`config.mk`:
```
export PLATFORM = sky130hd
export DESIGN_NAME = vad_cordic_stage
export DESIGN_NICKNAME = d
export VERILOG_FILES = /design/src/rtl/core/vector_angle_degrees_defines.svh /design/src/rtl/core/vad_pkg.sv /design/src/rtl/core/vad_cordic_stage.sv
export SDC_FILE = /design/constraint.sdc
export NUM_CORES = 1
export LEC_CHECK = 0
export ABC_AREA = 1
export BUFFER_PORTS_ARGS = -buffer_cell sky130_fd_sc_hd__buf_2
export CAP_MARGIN = 30
export CELL_PAD_IN_SITES_DETAIL_PLACEMENT = 1
export CELL_PAD_IN_SITES_GLOBAL_PLACEMENT = 1
export CORE_MARGIN = 5
export CORE_UTILIZATION = 40
export CTS_CLUSTER_SIZE = 40
export DETAILED_ROUTE_END_ITERATION = 6
export PLACE_DENSITY_LB_ADDON = 0.1
export SLEW_MARGIN = 5
export SYNTH_ARGS = -nofsm -noshare
export SYNTH_HDL_FRONTEND = slang
export SYNTH_SLANG_ARGS = --single-unit
```
`constraint.sdc`:
```
create_clock -name clk -period 4 [get_ports clk]
set_input_delay 0.4 -clock clk [delete_from_list [all_inputs] [get_ports clk]]
set_output_delay 0.4 -clock clk [all_outputs]
set_load 0.05 [all_outputs]
```
`src/rtl/core/vector_angle_degrees_defines.svh`:
```
// assertion macros for the vector angle core
`ifndef VECTOR_ANGLE_DEGREES_DEFINES_SVH
`define VECTOR_ANGLE_DEGREES_DEFINES_SVH

// same-cycle implication, checked outside reset
`define VAD_ASSERT_NOW(label, clk, rst_n, ante, cons) \
    label: assert property (@(posedge clk) disable iff (!rst_n) (ante) |-> (cons)) \
        else $error("vector angle check failed");

// next-cycle implication, checked outside reset
`define VAD_ASSERT_NEXT(label, clk, rst_n, ante, cons) \
    label: assert property (@(posedge clk) disable iff (!rst_n) (ante) |=> (cons)) \
        else $error("vector angle check failed");

`endif

```
`src/rtl/core/vad_pkg.sv`:
```
// shared types, constants and step table for the vector angle core
`timescale 1ns / 1ps

package vad_pkg;

    localparam int COORD_BITS_DEF = 16;
    localparam int FRAC_BITS_DEF  = 8;
    localparam int ITERATIONS_DEF = 16;

    localparam int CORE_W   = 64;
    localparam int ANG_FRAC = 16;
    localparam int ZW       = 25;
    localparam int FULL_W   = 26;
    localparam int STEP_W   = 5;

    localparam logic [FULL_W-1:0] DEG90  = FULL_W'(90 << ANG_FRAC);
    localparam logic [FULL_W-1:0] DEG180 = FULL_W'(180 << ANG_FRAC);
    localparam logic [FULL_W-1:0] DEG270 = FULL_W'(270 << ANG_FRAC);
    localparam logic [FULL_W-1:0] DEG360 = FULL_W'(360 << ANG_FRAC);

    typedef enum logic [2:0] {
        KIND_AXIS_0,
        KIND_AXIS_90,
        KIND_AXIS_180,
        KIND_AXIS_270,
        KIND_Q1,
        KIND_Q2,
        KIND_Q3,
        KIND_Q4
    } kind_t;

    typedef struct packed {
        kind_t                    kind;
        logic signed [CORE_W-1:0] x;
        logic signed [CORE_W-1:0] y;
        logic signed [ZW-1:0]     z;
    } cordic_t;

    // atan(2^-i) in degrees, 16 fractional bits
    function automatic logic signed [ZW-1:0] step_angle(input logic [STEP_W-1:0] idx);
        logic signed [ZW-1:0] val;
        unique case (idx)
            5'd0:    val = ZW'(2949120);
            5'd1:    val = ZW'(1740967);
            5'd2:    val = ZW'(919879);
            5'd3:    val = ZW'(466945);
            5'd4:    val = ZW'(234379);
            5'd5:    val = ZW'(117304);
            5'd6:    val = ZW'(58666);
            5'd7:    val = ZW'(29335);
            5'd8:    val = ZW'(14668);
            5'd9:    val = ZW'(7334);
            5'd10:   val = ZW'(3667);
            5'd11:   val = ZW'(1833);
            5'd12:   val = ZW'(917);
            5'd13:   val = ZW'(458);
            5'd14:   val = ZW'(229);
            5'd15:   val = ZW'(115);
            5'd16:   val = ZW'(57);
            5'd17:   val = ZW'(29);
            5'd18:   val = ZW'(14);
            5'd19:   val = ZW'(7);
            5'd20:   val = ZW'(4);
            5'd21:   val = ZW'(2);
            5'd22:   val = ZW'(1);
            default: val = '0;
        endcase
        return val;
    endfunction

endpackage

```
`src/rtl/core/vad_cordic_stage.sv`:
```
// one registered cordic vectoring iteration
`timescale 1ns / 1ps

module vad_cordic_stage #(
    parameter int STEP = 0
) (
    input  logic             clk,
    input  logic             load,
    input  vad_pkg::cordic_t prev,
    output vad_pkg::cordic_t stage
);
    import vad_pkg::*;

    localparam logic [STEP_W-1:0] SHIFT = STEP_W'(STEP);
    localparam logic signed [ZW-1:0] ANGLE = step_angle(SHIFT);

    cordic_t data_reg;
    cordic_t data_next;

    logic signed [CORE_W-1:0] dx;
    logic signed [CORE_W-1:0] dy;

    always_comb
    begin
        dx = prev.y >>> SHIFT;
        dy = prev.x >>> SHIFT;
        data_next.kind = prev.kind;
        if (!prev.y[CORE_W-1])
        begin
            data_next.x = prev.x + dx;
            data_next.y = prev.y - dy;
            data_next.z = prev.z + ANGLE;
        end
        else
        begin
            data_next.x = prev.x - dx;
            data_next.y = prev.y + dy;
            data_next.z = prev.z - ANGLE;
        end
    end

    always_ff @(posedge clk)
    begin
        if (load)
        begin
            data_reg <= data_next;
        end
    end

    assign stage = data_reg;

endmodule

```
==> qor.yml <==
layout:
  layout_commonest_cell: "nand2_1"
  finalNetCount: 4538
  largest_reg_flops: 155
  final.fill_count: 8155
  areaGrowthSynthToFinish_pct: 11.6
  drive_gt1_share_pct: 12.8
  fin_cells: 4933
  final_cell_mix: "nand2_1 (1411), inv_1 (800), buf_2 (311)"
  seqCellArea_mm2: 0.00465
  multi_input_area_mm2: 0.0146
synthesis:
  syn_area_mm2: 0.0230
  synthSimpleGateAreaFrac_pct: 39.8
  seq_area_frac_synth_pct: 20.3
  synthCells: 3906
  synth_top_family_by_area: "simple AND/OR/NAND/NOR gates"
  ys_ff_latch: 155
  yosys-mux-area-fraction_pct: 0
  ys_async_sr_fraction_pct: 0
  synthXorXnorAreaFrac_pct: 1.98
  yosysUniqueCellTypes: 45
  synth_compound_area_share_pct: 9.86
  yosys_most_used_dff: "edfxtp_1"
  synth-adder-area-share_pct: 12.0
  syn_nets: 4281
  synth_area_per_cell_um2: 5.88
  ys_warn_count: 0
  synth_edf_count: 155
sta:
  max_slew_margin_pct: 39.4
  slew_viol_final: 0
  tightest_slew_ns: 0.909
  rsz0062_at_grt: "false"
  fin_crit_sh_pct: 73.8
  fin_setup_tns_ns: 0
  layout_setup_ws_ns: 1.05
  setup_viol: 0
  max_freq_mhz: 339
  hold_viol_final: 0
  min_period_ns: 2.95
floorplan:
  start_util_pct: 40.6
  die_x_um: 250
  die_height_um: 250
  ios: 314
  dieArea_mm2: 0.0623
  core_mm2: 0.0566
  rows: 87
global_routing:
  grt_overflow: 0
  grt_pass1_wl_um: 155000
  grtUsageTotal_pct: 32.3
  grt_max_degree: 122
  first_global_vias: 25926
  antenna_found_initial: 2
route:
  wl_um: 105000
  wl_per_cell_um: 21.3
  vias: 26120
  drt_pre_antenna_iters: 5
  avgViaCountPerCell: 5.29
  drcViolationCount: 0
  drtIter0Drc: 2129
  drtAntennaViolNets: 0
clock_network:
  root_buffer: "clkbuf_16"
  cts_buffer_depth: 2
  clk_pin_slew_ns: 0.08
  cts_buffers: 17
  cts_setup_buffers: 0
  cts_tree: "done"
  post_cts_resized: 0
  cts-hold-fix-buffers: 0
  clock-sinks: 155
  clock_tree.htree_level_count: 4
worst_setup_path:
  crit_start: "prev[72]"
  crit_arrival_ns: 3.20
  required_ns: 4.25
  slowest_delay_ns: 0.69
  crit_path_max_fanout: 11
  slowest_stage: "ha_1"
  path_cells: "buf_2, inv_1, ha_1, nand2_1, inv_1, nand2_1, nor2_2, nand2_1, nor3_1, nand2_1, nand2_1, nand2_1, nand3_1, nand2_1"
  crit_end: "stage[83]"
  crit_path_end_kind: "flop"
  timing.critical_path.mode_cell: "nand2_1"
  crit_type: "input port to flop"
  start_kind: "input port"
pwr:
  p_leak_nw: 14.5
  p_per_area_mw_per_mm2: 319
  peakVddDrop_uv: 366
place:
  place_worst_setup_slack_ns: 0.669
  dpl.cell_count: 4900
  dp_hpwl_um: 90100
  place.gp.congestion: 1.02
  io_buffers: 313
min_path:
  hp-class: "input port to flop"
run_status:
  status: "finished, final reports clean"
job:
  drv_cap: 0
stage by stage:
stage | util, % | total power [W] | area [um^2] | hold slack, ns
finish | 45.3 | 0.00816 | 25600 | 0.0821
floorplan | - | 0.00494 | 23000 | 0.499
CTS | 45.3 | 0.00812 | 25600 | 0.0564
detailed placement | 44.2 | 0.00632 | 25000 | 0.579
global route | 45.3 | 0.00855 | 25600 | 0.0593
global placement | 44.2 | 0.00626 | 25000 | 0.576
worst max-delay path: cells and delay by family:
family / cells / cell delay [ns]
buffers and inverters: 3 / 0.30
adders and majority gates: 1 / 0.69
and+or+nand+nor: 10 / 1.81
per-layer routing:
metal  track usage (%)  vias to the layer above  part of all wire [%]
met1              44.9                    12499                    45
met5                 0                        -                     0
met3              6.23                      132                   8.1
met4              10.8                        0                   3.4
li1                  -                    12512                     -
met2              50.6                      977                    43
synth_stat cells (10+ instances only):
master / count / share of area (%)
nand2_2: 35 / 0.95
nand2_1: 1411 / 23
a21oi_1: 187 / 4.1
inv_1: 800 / 13
ha_1: 213 / 12
nor2_4: 11 / 0.54
a21oi_2: 11 / 0.42
buf_2: 25 / 0.54
nand3_2: 12 / 0.52
o21bai_1: 37 / 1.2
nand4_1: 44 / 1.2
xor2_1: 48 / 1.8
nand3_1: 303 / 6.6
o22ai_1: 19 / 0.52
clkbuf_1: 10 / 0.16
nor3_2: 17 / 0.74
nor2_1: 236 / 3.9
o21ai_0: 128 / 2.8
buf_4: 38 / 1.2
edfxtp_1: 155 / 20
o21ai_1: 17 / 0.37
nor2_2: 51 / 1.4
buf_6: 11 / 0.54
inv_2: 29 / 0.47
power by group:
part	leakage (nW)	switching (W)	total [W]	internal, W
clock	0.286	0.000854	0.00179	0.000932
combinational	12.7	0.00318	0.00420	0.00102
sequential	1.51	0.0000929	0.00217	0.00208
total	14.5	0.00413	0.00816	0.00403
logic make-up after synthesis:
group | Yosys count
xor+xnor | 52
compound gates | 414
simple gates | 2148
buf+inv | 920
flops | 155
fa+ha+maj | 217
final cells by class:
cell class | count | share of cell area (%)
Multi-Input combinational cell | 2831 | 57.0
Sequential cell | 155 | 18.2
Inverter | 830 | 12.2
Timing Repair Buffer | 328 | 6.68
Tap cell | 756 | 3.69
Clock buffer | 17 | 1.66
Clock inverter | 14 | 0.625
Antenna cell | 2 | 0.0195
worst min path at each step:
stage / cells past startpoint / startpoint / end
floorplan: 0 / prev[0] / stage[0]
detailed placement: 1 / prev[12] / stage[12]
finish: 1 / prev[155] / stage[155]
global route: 1 / prev[153] / stage[153]
global placement: 1 / prev[3] / stage[3]
CTS: 1 / prev[153] / stage[153]
No activity file was read; power rests on OpenSTA's default activity.
